==> config.mk <==
export PLATFORM = sky130hd
export DESIGN_NAME = light_pid_dimmer_controller_top
export DESIGN_NICKNAME = d
export VERILOG_FILES = /design/src/hdl/lpdc_pkg.sv /design/src/hdl/lpdc_csr.sv /design/src/hdl/lpdc_setpoint.sv /design/src/hdl/lpdc_pid.sv /design/src/hdl/light_pid_dimmer_controller_top.sv
export SDC_FILE = /design/constraint.sdc
export NUM_CORES = 2
export LEC_CHECK = 0
export BUFFER_PORTS_ARGS = -buffer_cell sky130_fd_sc_hd__buf_2
export CAP_MARGIN = 10
export CORE_ASPECT_RATIO = 0.75
export CORE_UTILIZATION = 60
export CTS_BUF_LIST = sky130_fd_sc_hd__clkbuf_8
export DETAILED_ROUTE_END_ITERATION = 7
export PLACE_DENSITY = 0.77
export RECOVER_POWER = 25
export SYNTH_ARGS = -nofsm -noshare
export SYNTH_HDL_FRONTEND = slang
export SYNTH_SLANG_ARGS = --single-unit
==> constraint.sdc <==
create_clock -name clock -period 20.6 [get_ports clock]
set_input_delay 2.06 -clock clock [delete_from_list [all_inputs] [get_ports clock]]
set_output_delay 2.06 -clock clock [all_outputs]
set_load 0.005 [all_outputs]
==> src/hdl/lpdc_pkg.sv <==
`timescale 1ns / 1ps
// Shared types and constants for the light-level PID dimmer controller.
package lpdc_pkg;

   // Operation codes carried on the request selector.
   localparam logic [2:0] OP_TICK            = 3'd0;
   localparam logic [2:0] OP_STEP            = 3'd1;
   localparam logic [2:0] OP_MODE_BUTTON     = 3'd2;
   localparam logic [2:0] OP_SERIAL_SETPOINT = 3'd3;
   localparam logic [2:0] OP_SERIAL_MODE     = 3'd4;

   // Configuration register indexes.
   localparam logic [2:0] CSR_GAIN_P         = 3'd0;
   localparam logic [2:0] CSR_GAIN_I         = 3'd1;
   localparam logic [2:0] CSR_GAIN_D         = 3'd2;
   localparam logic [2:0] CSR_PWM_LIMIT      = 3'd3;
   localparam logic [2:0] CSR_LIMIT_ONE_LED  = 3'd4;
   localparam logic [2:0] CSR_LIMIT_TWO_LED  = 3'd5;
   localparam logic [2:0] CSR_SETPOINT_FLOOR = 3'd6;

   // Reset values of the configuration registers.
   localparam logic [15:0] GAIN_P_RST         = 16'd768;
   localparam logic [15:0] GAIN_I_RST         = 16'd384;
   localparam logic [15:0] GAIN_D_RST         = 16'd0;
   localparam logic [15:0] PWM_LIMIT_RST      = 16'd1000;
   localparam logic [11:0] LIMIT_ONE_LED_RST  = 12'd110;
   localparam logic [11:0] LIMIT_TWO_LED_RST  = 12'd180;
   localparam logic [11:0] SETPOINT_FLOOR_RST = 12'd2;

   // Reset values of the regulator state.
   localparam logic [11:0] SETPOINT_RST = 12'd2;

   // Datapath widths: error is Q.4 signed, accumulator is Q.12 signed.
   localparam int ERR_W  = 22;
   localparam int PROD_W = 41;
   localparam int SUM_W  = 50;
   localparam int ACC_W  = 48;

   // In-band threshold factor (percent).
   localparam logic [27:0] BAND_SCALE = 28'd100;

   // Configuration register bundle.
   typedef struct packed {
      logic [15:0] gain_p;
      logic [15:0] gain_i;
      logic [15:0] gain_d;
      logic [15:0] pwm_limit;
      logic [11:0] limit_one_led;
      logic [11:0] limit_two_led;
      logic [11:0] setpoint_floor;
   } cfg_type;

   // One request item.
   typedef struct packed {
      logic [2:0]  op;
      logic [19:0] lux_sample;
      logic        step_down;
      logic [11:0] serial_value;
      logic        serial_two;
   } req_item_type;

   // Fields produced by a tick.
   typedef struct packed {
      logic [15:0] pwm_first;
      logic [15:0] pwm_second;
      logic        in_band;
      logic [11:0] lux_report;
      logic        report_valid;
   } tick_out_type;

   // One response item.
   typedef struct packed {
      logic [15:0] pwm_first;
      logic [15:0] pwm_second;
      logic        in_band;
      logic [11:0] lux_report;
      logic        report_valid;
      logic [11:0] setpoint_now;
      logic        two_led_mode;
   } rsp_item_type;

   // Setpoint and mode state seen by the PID datapath.
   typedef struct packed {
      logic [11:0] setpoint;
      logic [11:0] upper_limit;
      logic        dual_mode;
   } sp_state_type;

endpackage

==> src/hdl/lpdc_csr.sv <==
`timescale 1ns / 1ps
// Configuration register file of the light-level PID dimmer controller.
module lpdc_csr (
   input  logic                  clock,
   input  logic                  reset,
   input  logic                  csr_wr_en,
   input  logic [2:0]            csr_index,
   input  logic [15:0]           csr_wdata,
   output lpdc_pkg::cfg_type     cfg
);

   lpdc_pkg::cfg_type cfg_ff;
   lpdc_pkg::cfg_type cfg_in;

   // Decode the write index; unknown indexes are ignored.
   always_comb begin
      cfg_in = cfg_ff;
      if (csr_wr_en) begin
         case (csr_index)
            lpdc_pkg::CSR_GAIN_P:         cfg_in.gain_p         = csr_wdata;
            lpdc_pkg::CSR_GAIN_I:         cfg_in.gain_i         = csr_wdata;
            lpdc_pkg::CSR_GAIN_D:         cfg_in.gain_d         = csr_wdata;
            lpdc_pkg::CSR_PWM_LIMIT:      cfg_in.pwm_limit      = csr_wdata;
            lpdc_pkg::CSR_LIMIT_ONE_LED:  cfg_in.limit_one_led  = csr_wdata[11:0];
            lpdc_pkg::CSR_LIMIT_TWO_LED:  cfg_in.limit_two_led  = csr_wdata[11:0];
            lpdc_pkg::CSR_SETPOINT_FLOOR: cfg_in.setpoint_floor = csr_wdata[11:0];
            default:                      cfg_in = cfg_ff;
         endcase
      end
   end

   // Register bank with reset defaults.
   always_ff @(posedge clock) begin
      if (reset) begin
         cfg_ff.gain_p         <= lpdc_pkg::GAIN_P_RST;
         cfg_ff.gain_i         <= lpdc_pkg::GAIN_I_RST;
         cfg_ff.gain_d         <= lpdc_pkg::GAIN_D_RST;
         cfg_ff.pwm_limit      <= lpdc_pkg::PWM_LIMIT_RST;
         cfg_ff.limit_one_led  <= lpdc_pkg::LIMIT_ONE_LED_RST;
         cfg_ff.limit_two_led  <= lpdc_pkg::LIMIT_TWO_LED_RST;
         cfg_ff.setpoint_floor <= lpdc_pkg::SETPOINT_FLOOR_RST;
      end else begin
         cfg_ff <= cfg_in;
      end
   end

   assign cfg = cfg_ff;

endmodule

==> src/hdl/lpdc_setpoint.sv <==
`timescale 1ns / 1ps
// Setpoint, encoder count, upper limit and LED mode state of the controller.
module lpdc_setpoint (
   input  logic                      clock,
   input  logic                      reset,
   input  lpdc_pkg::cfg_type         cfg,
   input  logic                      fire,
   input  lpdc_pkg::req_item_type    item,
   output lpdc_pkg::sp_state_type    state_now,
   output logic [11:0]               setpoint_next,
   output logic                      mode_next
);

   logic [11:0] setpoint_ff, setpoint_in;
   logic [11:0] count_ff, count_in;
   logic [11:0] upper_ff, upper_in;
   logic        mode_ff, mode_in;
   logic        go_two;

   // Next state for the request being retired.
   always_comb begin
      setpoint_in = setpoint_ff;
      count_in    = count_ff;
      upper_in    = upper_ff;
      mode_in     = mode_ff;
      go_two      = 1'b0;
      case (item.op)
         lpdc_pkg::OP_STEP: begin
            if (!item.step_down) begin
               count_in = (count_ff >= upper_ff) ? upper_ff : count_ff + 12'd1;
            end else begin
               count_in = (count_ff <= cfg.setpoint_floor) ? cfg.setpoint_floor
                                                           : count_ff - 12'd1;
            end
            setpoint_in = count_in;
         end
         lpdc_pkg::OP_MODE_BUTTON: begin
            go_two = !mode_ff;
            if (go_two) begin
               mode_in  = 1'b1;
               upper_in = cfg.limit_two_led;
            end else begin
               mode_in  = 1'b0;
               upper_in = cfg.limit_one_led;
               if (setpoint_ff > cfg.limit_one_led) begin
                  setpoint_in = cfg.limit_one_led;
               end
            end
         end
         lpdc_pkg::OP_SERIAL_SETPOINT: begin
            setpoint_in = item.serial_value;
            count_in    = item.serial_value;
         end
         lpdc_pkg::OP_SERIAL_MODE: begin
            go_two = item.serial_two;
            if (go_two) begin
               mode_in  = 1'b1;
               upper_in = cfg.limit_two_led;
            end else begin
               mode_in  = 1'b0;
               upper_in = cfg.limit_one_led;
               if (setpoint_ff > cfg.limit_one_led) begin
                  setpoint_in = cfg.limit_one_led;
               end
            end
         end
         default: begin
            setpoint_in = setpoint_ff;
         end
      endcase
   end

   // State registers, updated when a request retires.
   always_ff @(posedge clock) begin
      if (reset) begin
         setpoint_ff <= lpdc_pkg::SETPOINT_RST;
         count_ff    <= lpdc_pkg::SETPOINT_RST;
         upper_ff    <= lpdc_pkg::LIMIT_ONE_LED_RST;
         mode_ff     <= 1'b0;
      end else if (fire) begin
         setpoint_ff <= setpoint_in;
         count_ff    <= count_in;
         upper_ff    <= upper_in;
         mode_ff     <= mode_in;
      end
   end

   assign state_now.setpoint    = setpoint_ff;
   assign state_now.upper_limit = upper_ff;
   assign state_now.dual_mode   = mode_ff;
   assign setpoint_next         = setpoint_in;
   assign mode_next             = mode_in;

endmodule

==> src/hdl/lpdc_pid.sv <==
`timescale 1ns / 1ps
// Incremental PID step, PWM clamp and in-band check for a tick request.
module lpdc_pid (
   input  logic                      clock,
   input  logic                      reset,
   input  lpdc_pkg::cfg_type         cfg,
   input  logic                      fire,
   input  logic [19:0]               lux_sample,
   input  lpdc_pkg::sp_state_type    sp,
   output lpdc_pkg::tick_out_type    tick_out
);

   logic signed [lpdc_pkg::ERR_W-1:0]  err_prev_ff, err_prev2_ff;
   logic signed [lpdc_pkg::ACC_W-1:0]  acc_ff;
   logic signed [lpdc_pkg::ERR_W-1:0]  err_now;
   logic [17:0]                        coef0, coef1;
   logic signed [lpdc_pkg::PROD_W-1:0] prod0, prod1, prod2;
   logic signed [lpdc_pkg::SUM_W-1:0]  sum;
   logic signed [lpdc_pkg::ACC_W-1:0]  acc_sat;
   logic [34:0]                        acc_int;
   logic [15:0]                        pwm;
   logic [20:0]                        err_mag;
   logic [27:0]                        err_scaled;
   logic signed [12:0]                 span;
   logic                               band;

   // Error in Q.4: setpoint scaled by 16 minus the lux sample.
   assign err_now = $signed({6'b0, sp.setpoint, 4'b0}) - $signed({2'b0, lux_sample});

   // Incremental PID coefficients.
   assign coef0 = {2'b0, cfg.gain_p} + {2'b0, cfg.gain_i} + {2'b0, cfg.gain_d};
   assign coef1 = {2'b0, cfg.gain_p} + {1'b0, cfg.gain_d, 1'b0};

   // Three independent products.
   assign prod0 = $signed({1'b0, coef0}) * err_now;
   assign prod1 = $signed({1'b0, coef1}) * err_prev_ff;
   assign prod2 = $signed({1'b0, cfg.gain_d}) * err_prev2_ff;

   // Accumulate and saturate to the 48-bit signed range.
   assign sum = lpdc_pkg::SUM_W'(prod0) - lpdc_pkg::SUM_W'(prod1)
              + lpdc_pkg::SUM_W'(prod2) + lpdc_pkg::SUM_W'(acc_ff);

   always_comb begin
      if (sum[lpdc_pkg::SUM_W-1:lpdc_pkg::ACC_W-1] == '0 ||
          sum[lpdc_pkg::SUM_W-1:lpdc_pkg::ACC_W-1] == '1) begin
         acc_sat = sum[lpdc_pkg::ACC_W-1:0];
      end else if (sum[lpdc_pkg::SUM_W-1]) begin
         acc_sat = {1'b1, {(lpdc_pkg::ACC_W-1){1'b0}}};
      end else begin
         acc_sat = {1'b0, {(lpdc_pkg::ACC_W-1){1'b1}}};
      end
   end

   // PWM compare value: zero when negative, else integer part clamped to the limit.
   assign acc_int = acc_sat[lpdc_pkg::ACC_W-2:12];

   always_comb begin
      if (acc_sat[lpdc_pkg::ACC_W-1]) begin
         pwm = 16'd0;
      end else if (acc_int > {19'b0, cfg.pwm_limit}) begin
         pwm = cfg.pwm_limit;
      end else begin
         pwm = acc_int[15:0];
      end
   end

   // In-band check: |error| * 100 against the span in Q.4.
   assign err_mag    = err_now[lpdc_pkg::ERR_W-1] ? 21'(-err_now) : 21'(err_now);
   assign err_scaled = {7'b0, err_mag} * lpdc_pkg::BAND_SCALE;
   assign span       = $signed({1'b0, sp.upper_limit}) - $signed({1'b0, cfg.setpoint_floor});
   assign band       = !span[12] && (err_scaled <= {12'b0, span[11:0], 4'b0});

   // PID history, advanced on every retired tick.
   always_ff @(posedge clock) begin
      if (reset) begin
         err_prev_ff  <= '0;
         err_prev2_ff <= '0;
         acc_ff       <= '0;
      end else if (fire) begin
         err_prev_ff  <= err_now;
         err_prev2_ff <= err_prev_ff;
         acc_ff       <= acc_sat;
      end
   end

   assign tick_out.pwm_first    = sp.dual_mode ? pwm : 16'd0;
   assign tick_out.pwm_second   = pwm;
   assign tick_out.in_band      = band;
   assign tick_out.lux_report   = lux_sample[15:4];
   assign tick_out.report_valid = (lux_sample[19:16] == 4'd0);

endmodule

==> src/hdl/light_pid_dimmer_controller_top.sv <==
`timescale 1ns / 1ps
// Top level of the light-level PID dimmer controller.
//
//   Channel | Direction | Handshake           | Contents
//   req     | in        | req_tvalid/tready   | tuser: op; tdata: tick lux and command fields
//   rsp     | out       | rsp_tvalid/tready   | tdata: PWM values, flags, setpoint and mode
//   csr     | in        | csr_wr_en           | register index and 16-bit write data
//
// Each request is registered, processed by combinational logic (three products,
// one accumulate with saturation) and lands in the response register; one
// request per cycle sustained while the response is taken. Reset (synchronous,
// active high) restores the register defaults and clears the PID history. A
// stalled response holds; the input register still takes one more request behind it.
module light_pid_dimmer_controller_top (
   input  logic        clock,
   input  logic        reset,
   // tuser: op[2:0]
   // tdata: lux_sample[19:0], step_down[20], serial_value[32:21], serial_two[33], zero fill
   input  logic        req_tvalid,
   output logic        req_tready,
   input  logic [39:0] req_tdata,
   input  logic [2:0]  req_tuser,
   // tdata: pwm_first[15:0], pwm_second[31:16], in_band[32], lux_report[44:33],
   //        report_valid[45], setpoint_now[57:46], two_led_mode[58], zero fill
   output logic        rsp_tvalid,
   input  logic        rsp_tready,
   output logic [63:0] rsp_tdata,
   input  logic        csr_wr_en,
   input  logic [2:0]  csr_index,
   input  logic [15:0] csr_wdata
);

   lpdc_pkg::cfg_type      cfg;
   lpdc_pkg::req_item_type req_item;
   lpdc_pkg::req_item_type in_item_ff, in_item_in;
   lpdc_pkg::rsp_item_type rsp_item_ff, rsp_item_in;
   lpdc_pkg::sp_state_type sp_state;
   lpdc_pkg::tick_out_type tick_out;
   logic                   in_valid_ff, in_valid_in;
   logic                   rsp_valid_ff, rsp_valid_in;
   logic                   advance, fire, tick_fire, req_accept;
   logic [11:0]            setpoint_next;
   logic                   mode_next;

   // Unpack the request.
   assign req_item.op           = req_tuser;
   assign req_item.lux_sample   = req_tdata[19:0];
   assign req_item.step_down    = req_tdata[20];
   assign req_item.serial_value = req_tdata[32:21];
   assign req_item.serial_two   = req_tdata[33];

   // Handshake: the input register drains whenever the response register can load.
   assign advance    = !rsp_valid_ff || rsp_tready;
   assign fire       = in_valid_ff && advance;
   assign tick_fire  = fire && (in_item_ff.op == lpdc_pkg::OP_TICK);
   assign req_tready = !in_valid_ff || advance;
   assign req_accept = req_tvalid && req_tready;

   lpdc_csr u_csr (
      .clock     (clock),
      .reset     (reset),
      .csr_wr_en (csr_wr_en),
      .csr_index (csr_index),
      .csr_wdata (csr_wdata),
      .cfg       (cfg)
   );

   lpdc_setpoint u_setpoint (
      .clock         (clock),
      .reset         (reset),
      .cfg           (cfg),
      .fire          (fire),
      .item          (in_item_ff),
      .state_now     (sp_state),
      .setpoint_next (setpoint_next),
      .mode_next     (mode_next)
   );

   lpdc_pid u_pid (
      .clock      (clock),
      .reset      (reset),
      .cfg        (cfg),
      .fire       (tick_fire),
      .lux_sample (in_item_ff.lux_sample),
      .sp         (sp_state),
      .tick_out   (tick_out)
   );

   // Input register.
   always_comb begin
      in_valid_in = in_valid_ff;
      in_item_in  = in_item_ff;
      if (req_accept) begin
         in_valid_in = 1'b1;
         in_item_in  = req_item;
      end else if (fire) begin
         in_valid_in = 1'b0;
      end
   end

   // Response register: tick fields are zero for every other operation.
   always_comb begin
      rsp_valid_in = rsp_valid_ff;
      rsp_item_in  = rsp_item_ff;
      if (fire) begin
         rsp_valid_in = 1'b1;
         if (in_item_ff.op == lpdc_pkg::OP_TICK) begin
            rsp_item_in.pwm_first    = tick_out.pwm_first;
            rsp_item_in.pwm_second   = tick_out.pwm_second;
            rsp_item_in.in_band      = tick_out.in_band;
            rsp_item_in.lux_report   = tick_out.lux_report;
            rsp_item_in.report_valid = tick_out.report_valid;
         end else begin
            rsp_item_in.pwm_first    = 16'd0;
            rsp_item_in.pwm_second   = 16'd0;
            rsp_item_in.in_band      = 1'b0;
            rsp_item_in.lux_report   = 12'd0;
            rsp_item_in.report_valid = 1'b0;
         end
         rsp_item_in.setpoint_now = setpoint_next;
         rsp_item_in.two_led_mode = mode_next;
      end else if (rsp_tready) begin
         rsp_valid_in = 1'b0;
      end
   end

   // Control registers.
   always_ff @(posedge clock) begin
      if (reset) begin
         in_valid_ff  <= 1'b0;
         rsp_valid_ff <= 1'b0;
      end else begin
         in_valid_ff  <= in_valid_in;
         rsp_valid_ff <= rsp_valid_in;
      end
   end

   // Payload registers.
   always_ff @(posedge clock) begin
      in_item_ff  <= in_item_in;
      rsp_item_ff <= rsp_item_in;
   end

   // Pack the response.
   assign rsp_tvalid = rsp_valid_ff;
   assign rsp_tdata  = {5'b0,
                        rsp_item_ff.two_led_mode,
                        rsp_item_ff.setpoint_now,
                        rsp_item_ff.report_valid,
                        rsp_item_ff.lux_report,
                        rsp_item_ff.in_band,
                        rsp_item_ff.pwm_second,
                        rsp_item_ff.pwm_first};

endmodule

After elaboration in Yosys (flattened, before gate mapping). Index checks and enable logic that the tools add are counted.

Register bits: 325. Bits in latches: 0. RAM bits: 0. Bits in read-only memories: 0. Bits of input ports: 67. Output and inout bits: 66. Word-level logic and storage cells: 110. Memories kept: 0.

Add/subtract/negate cells: 11. $mul: 4. Divide/modulo/power cells: 0. $lt $le $gt $ge: 5. Equal/unequal tests: 11. Shift-type cells: 0. Mux-type cells: 23. Bitwise operators: 0. Reductions and logical operators: 28.

Operators by type and width (number): $mux 12 (8); $mux 48 (2); $mul 19x21->40 (2); $add 50x48->50 (1); $pmux 12 s2 (2); $pmux 12 s4 (1); $add 41x38->42 (1); $sub 40x40->41 (1); $mul 17x21->38 (1); $gt 35x16->1 (1); $mux 16 (2); $le 28x16->1 (1); $mul 21x5->26 const B (1); $mux 21 (1); $neg 21->21 (1); $sub 16x20->21 (1); $reduce_and 2->1 (10); $add 16x17->18 (1); $add 18x16->18 (1); $add 16x16->17 (1); $eq 3x3->1 const B (5); $sub 12x12->13 (1); $add 12x1->12 const B (1); $eq 3x2->1 const B (4); other kinds (13) (31).

Logic depth before layout (Yosys ltp).
Depth in word-level cells: 12. Gate-level depth with buffers: 85. Depth with buffers taken out: 82.

Modules after synthesis. Synthesis repeated with hierarchy kept, for this count alone.

Cells, all modules: 7410. Area, all modules: 67876.3 sq um.

Modules (own cells, without submodules): lpdc_pid (times used 1, cells each 6378, area an instance 56594.3 sq um, sequential area each 1801.7 sq um); lpdc_setpoint (times used 1, cells each 508, area an instance 3947.5 sq um, sequential area each 740.7 sq um); lpdc_csr (times used 1, cells each 359, area an instance 3940.0 sq um, sequential area each 2001.9 sq um); light_pid_dimmer_controller_top (times used 1, cells each 165, area an instance 3394.5 sq um, sequential area each 2922.8 sq um).

Worst setup path after synthesis. OpenSTA, ideal clock, no wires.

Path type: register to register. Start: register u_csr.cfg_ff (netlist bit u_csr.cfg[84]). End: register rsp_item_ff (netlist bit rsp_tdata[10]) (data pin). Library setup time: 0.264 ns. Arrival: 16.620 ns. Data required time: 20.336 ns. Path slack: 3.716 ns. Stages on the path, launching flop included: 78. Path buffers: 4. Period minus slack after synthesis: 16.884 ns. Cells stage by stage: dfxtp_1 -> ha_1 -> inv_1 -> fa_1 -> nor2b_1 -> o21ai_0 -> a21boi_0 -> o21ai_0 -> nand2b_1 -> a21oi_1 -> o21ai_0 -> nor4_1 -> or3_1 -> xnor2_1 -> ha_1 -> or3_1 -> o211a_1 -> o21ai_0 -> [42 not listed] -> or3_1 -> and2_1 -> o21ai_0 -> clkbuf_1 -> a21oi_1 -> ha_1 -> a21o_1 -> a21oi_1 -> o21ai_0 -> nor2_1 -> o21ai_0 -> a21o_1 -> a21oi_1 -> o21ai_0 -> a221oi_4 -> buf_12 -> mux2i_1 -> nor2_1.

Longest elaborated chain between the ends: 12. Elaborated cells between the ends (all ways): 16. Classes of those cells: add/sub: 6; mul: 2; order compare: 1; eq/ne: 1; mux: 4; reduce/logical: 2.

Ends and longest elaborated chain: start, declared (line lpdc_csr.sv:12) `lpdc_pkg::cfg_type cfg_ff;`; start signal, assigned (line lpdc_csr.sv:43) `cfg_ff <= cfg_in;`; $add 16x16->17 (line lpdc_pid.sv:31) `assign coef0 = {2'b0, cfg.gain_p} + {2'b0, cfg.gain_i} + {2'b0, cfg.gain_d};`; $add 18x16->18 (line lpdc_pid.sv:31); $mul 19x21->40 (line lpdc_pid.sv:35) `assign prod0 = $signed({1'b0, coef0}) * err_now;`; $sub 40x40->41 (*) (line lpdc_pid.sv:40) `assign sum = lpdc_pkg::SUM_W'(prod0) - lpdc_pkg::SUM_W'(prod1)`; $add 41x38->42 (*) (line lpdc_pid.sv:41) `+ lpdc_pkg::SUM_W'(prod2) + lpdc_pkg::SUM_W'(acc_ff);`; $add 50x48->50 (*) (line lpdc_pid.sv:41); $eq 3x3->1 or $logic_not 3->1 (tied branches) (line lpdc_pid.sv:45, lpdc_pid.sv:44); $logic_or 1x1->1 (line lpdc_pid.sv:44) `if (sum[lpdc_pkg::SUM_W-1:lpdc_pkg::ACC_W-1] == '0 ||`; $mux 48 (*) (line lpdc_pid.sv:44); via u_pid.acc_sat (one bit) (line lpdc_pid.sv:19) `logic signed [lpdc_pkg::ACC_W-1:0] acc_sat;`; $gt 35x16->1 (*) (line lpdc_pid.sv:60) `end else if (acc_int > {19'b0, cfg.pwm_limit}) begin`; $mux 16 (*) (line lpdc_pid.sv:60); $mux 16 (*) (line lpdc_pid.sv:58) `if (acc_sat[lpdc_pkg::ACC_W-1]) begin`; end signal, assigned (line light_pid_dimmer_controller_top.sv:141) `rsp_item_ff <= rsp_item_in;`; end, declared (line light_pid_dimmer_controller_top.sv:36) `lpdc_pkg::rsp_item_type rsp_item_ff, rsp_item_in;`.

Mark *: on every way through the listed nets, which the timed path passes. The rest lies on a longest branch. A chain may end at the register's enable or synchronous reset.

Worst setup path after layout.
Start: register u_csr.cfg_ff (netlist bit u_csr.cfg[84]). End: register rsp_item_ff (netlist bit rsp_tdata[11]) (data pin).

The elaborated chain is that of the path after synthesis.

==> reports/qor.log <==
qor: min_path.min_path_cells 2
qor: final_layout.postLayoutCoreUtil 63.9%
qor: detailed_routing.vias 52066
qor: final_layout.final_layout_size_suffix_gt1_share 4.88%
qor: status.violated_checks max-capacitance violations, max-slew violations
qor: worst_setup_path.cp-end-kind flip-flop
qor: sta.post-route-period-util 93.4%
qor: sta.post-route-min-period 19.24 ns
qor: sta.timing.fmax 52.0 MHz
qor: logic_synthesis.ys_warn_count 0
qor: logic_synthesis.ys_seq_elements 325
qor: floorplanning.design.die.area 0.111 mm^2
qor: detailed_routing.drc 0
qor: grt.grt_start_max_net_pins 75
qor: worst_setup_path.cp.arrival 19.65 ns
qor: sta.grt_setup_unrepaired no
qor: clock_network.numCtsBuffers 53
qor: logic_synthesis.async_reset_ff_share 0%
qor: job.timing.max_cap.violations 5
qor: detailed_routing.detailed_router_iteration_count_before_antenna_repair 6
qor: clock_network.cts_repair_resize_count 0
qor: worst_setup_path.worst_r2r_path_depth 76
qor: logic_synthesis.basic_gate_share_of_the_synthesized_area_counting_and_or_nand_and_nor_cells 15.8%
qor: placement.dpl-instance-area 0.0678 mm^2
qor: logic_synthesis.dominantRegCellSynth dfxtp_1
qor: logic_synthesis.compound_gate_fraction_of_synth_area 10.3%
qor: final_layout.fillerInstances 8996
qor: clock_network.ctsRootBufferMaster clkbuf_8
qor: logic_synthesis.yosysUniqueCellTypes 96
qor: final_layout.num-nets-final 9358
qor: clock_network.cts.hold.buffers_added 0
qor: detailed_routing.postRouteWirelength 186000 um
qor: clock_network.cts_post_setup_buffers_inserted 0
qor: worst_setup_path.reg2reg_slack 1.36 ns
qor: clock_network.numClockSinks 325
qor: logic_synthesis.netlist_area 0.0658 mm^2
qor: placement.number_of_placed_cells_counting_well_taps 8872
qor: worst_setup_path.max_stage_delay 0.90 ns
qor: grt.antenna_found_initial 1
qor: sta.report.final.slew_viol_count 265
qor: clock_network.clk_pin_slew_worst_paths 0.07 ns
qor: detailed_routing.drtIter0Drc 4960
qor: worst_setup_path.critPathKind flip-flop to flip-flop
qor: floorplanning.num_rows 104
qor: detailed_routing.post_drt_wl_per_cell 20.8 um
qor: grt.globalRouteTotalUtil 34.7%
qor: floorplanning.num_io_pins 133
qor: grt.grt_first_pass_wirelength 299000 um
qor: final_layout.syn_to_final_growth 4.89%
qor: logic_synthesis.synthCells 7541
qor: logic_synthesis.post_synthesis_mux_area_share 0.565%
qor: logic_synthesis.synth_top_family_by_area adder cells
qor: floorplanning.die_x 384 um
qor: sta.worstMarginPinSlew 4.00 ns
qor: floorplanning.die_h 289 um
qor: clock_network.cts_max_path_buffers 3
qor: logic_synthesis.synth-seq-area-share 11.4%
qor: status.status complete, but fails checks
qor: detailed_routing.ant_nets 0
qor: sta.final_hold_viol_count 0
qor: worst_setup_path.cpMaxStageDelayCell xor2_1
qor: sta.slew_headroom -167%
qor: clock_network.cts_tree built
qor: floorplanning.initial_core_util 60.9%
qor: placement.place_congestion 1.02
qor: worst_setup_path.worst-path-max-fanout 16
qor: grt.grt_overflow 0
qor: min_path.holdCritPathClass flip-flop to flip-flop
qor: clock_network.cts_htree_levels 2
qor: floorplanning.core_region_area 0.108 mm^2
qor: worst_setup_path.cp_data_required_time 21.02 ns
qor: placement.place.detailed.hpwl 153000 um
qor: worst_setup_path.cpMostUsedCell a21oi_1
qor: logic_synthesis.yosys.area_share.xor_xnor 3.82%
qor: logic_synthesis.avgSynthCellArea 8.72 um^2
qor: sta.worst_clock_skew 0.0635 ns
qor: clock_network.clock_latency 0.72 ns
qor: worst_setup_path.timing.critical_path.from_type flip-flop
qor: logic_synthesis.synthAdderAreaFrac 47.8%
qor: detailed_routing.route.detailed.vias_per_inst 5.80
qor: final_layout.insertedDiodeCount 0
qor: final_layout.final_cell_count_no_fill 8971
qor: placement.portBuffers 121
qor: sta.timing.final.setup_violations 0
qor: sta.setup_tns 0 ns
qor: logic_synthesis.synth_edf_count 96
qor: final_layout.post-route-cell-area 0.0690 mm^2
qor: grt.first_global_vias 53537
[cells in the mapped netlist, types with 34 or more instances]
library cell | number | area share [%]
a21o_1 | 105 | 1.2
edfxtp_1 | 96 | 4.4
o21ai_0 | 139 | 1.1
clkbuf_1 | 296 | 1.7
xor2_1 | 99 | 1.3
nor2_1 | 362 | 2.1
dfxtp_1 | 229 | 7.0
o21a_1 | 41 | 0.47
nand2_1 | 1099 | 6.3
o211ai_1 | 58 | 0.66
mux2i_1 | 36 | 0.55
fa_1 | 1199 | 36
a31oi_1 | 37 | 0.35
nand4_1 | 37 | 0.35
nand3_1 | 73 | 0.56
inv_1 | 1471 | 8.4
nor3_1 | 62 | 0.47
a21oi_1 | 392 | 3.0
nor2b_1 | 59 | 0.56
ha_1 | 596 | 11
xnor2_1 | 188 | 2.5
o21bai_1 | 34 | 0.39
and2_1 | 383 | 3.6
nand2b_1 | 78 | 0.74
[worst paths after layout]
path                     startpoint                     end
max                   u_csr.cfg[84]           rsp_tdata[11]
min reg2reg  u_pid.err_prev2_ff[16]  u_pid.err_prev2_ff[16]
max reg2reg           u_csr.cfg[84]           rsp_tdata[11]
min          u_pid.err_prev2_ff[16]  u_pid.err_prev2_ff[16]
[cells by family (layout without fill, tap and decap cells)]
kind of cell,count (synthesis),count (layout)
AO/OA/AOI/OAI,1037,1037
XOR/XNOR,287,287
adder cells (fa/ha/maj),1795,1795
buffers and inverters,1796,1791
flip-flops,325,325
multiplexers,37,37
other,1,5
AND/OR/NAND/NOR,2263,2263
[layer usage]
layer	part of all wire (%)	GRT usage [%]	wire (um)	vias to the layer above
li1	-	-	-	23387
met1	43	50.1	80000	25930
met2	42	51.1	78300	2458
met3	12	10.0	23000	289
met4	2.7	9.07	5070	2
met5	0.0054	0	10	-
[registers in the layout, summed over array words and instances (netlist names)]
register	cells
u_pid.acc_ff	48
u_setpoint.mode_ff	1
u_pid.err_prev_ff	21
in_valid_ff	1
u_setpoint.upper_ff	12
u_csr.cfg	100
in_item_ff	37
u_pid.err_prev2_ff	21
rsp_tdata	59
u_setpoint.setpoint_ff	12
u_setpoint.count_ff	12
rsp_tvalid	1
[layout by cell type, fill, tap and decap left out, types with 16 or more instances in the layout]
cell      count
xnor2_1     177
fa_1       1199
or3_1        26
a21oi_1     392
nand2_1    1098
clkbuf_8     57
a31oi_1      36
nor2_1      360
edfxtp_1     96
nor3_1       61
a211oi_1     32
nand2b_1     78
and2_1      382
a21o_1      105
o21ai_0     138
a211o_1      16
nand4_1      37
o21a_1       40
o211ai_1     58
o21bai_1     34
and3_1       27
nor2b_1      59
buf_4        96
xor2_1       94
buf_2       117
inv_1      1480
mux2i_1      36
ha_1        596
nand3_1      73
dfxtp_1     229
[critical path: cells and delay by family (launching register included)]
family | cells | cell delay, ns
AND/OR/NAND/NOR | 12 | 1.74
flip-flops | 1 | 0.34
AO/OA/AOI/OAI | 35 | 7.67
adder cells (fa/ha/maj) | 15 | 6.28
XOR/XNOR | 3 | 1.62
buffers and inverters | 10 | 1.03
multiplexers | 1 | 0.27
[area by class of cell]
| cell class | count | area (um^2) | area share, % |
|---|---|---|---|
| Multi-Input combinational cell | 5424 | 51700 | 74.9 |
| Sequential cell | 325 | 7470 | 10.8 |
| Inverter | 1472 | 5530 | 8.01 |
| Tap cell | 1431 | 1790 | 2.60 |
| Timing Repair Buffer | 220 | 1330 | 1.93 |
| Clock buffer | 57 | 785 | 1.14 |
| Clock inverter | 42 | 423 | 0.613 |
[per-stage QoR]
stage          hold slack, ns  worst slack [ns]
6_report                0.459              1.36
3_3_place_gp            0.442              1.80
5_1_grt                 0.469            0.0616
3_5_place_dp            0.448              1.57
2_1_floorplan           0.436              3.72
4_1_cts                 0.458              1.49
Power is not shown: default switching activity piles up to over one toggle a cycle in this logic, so the estimate is an artifact.
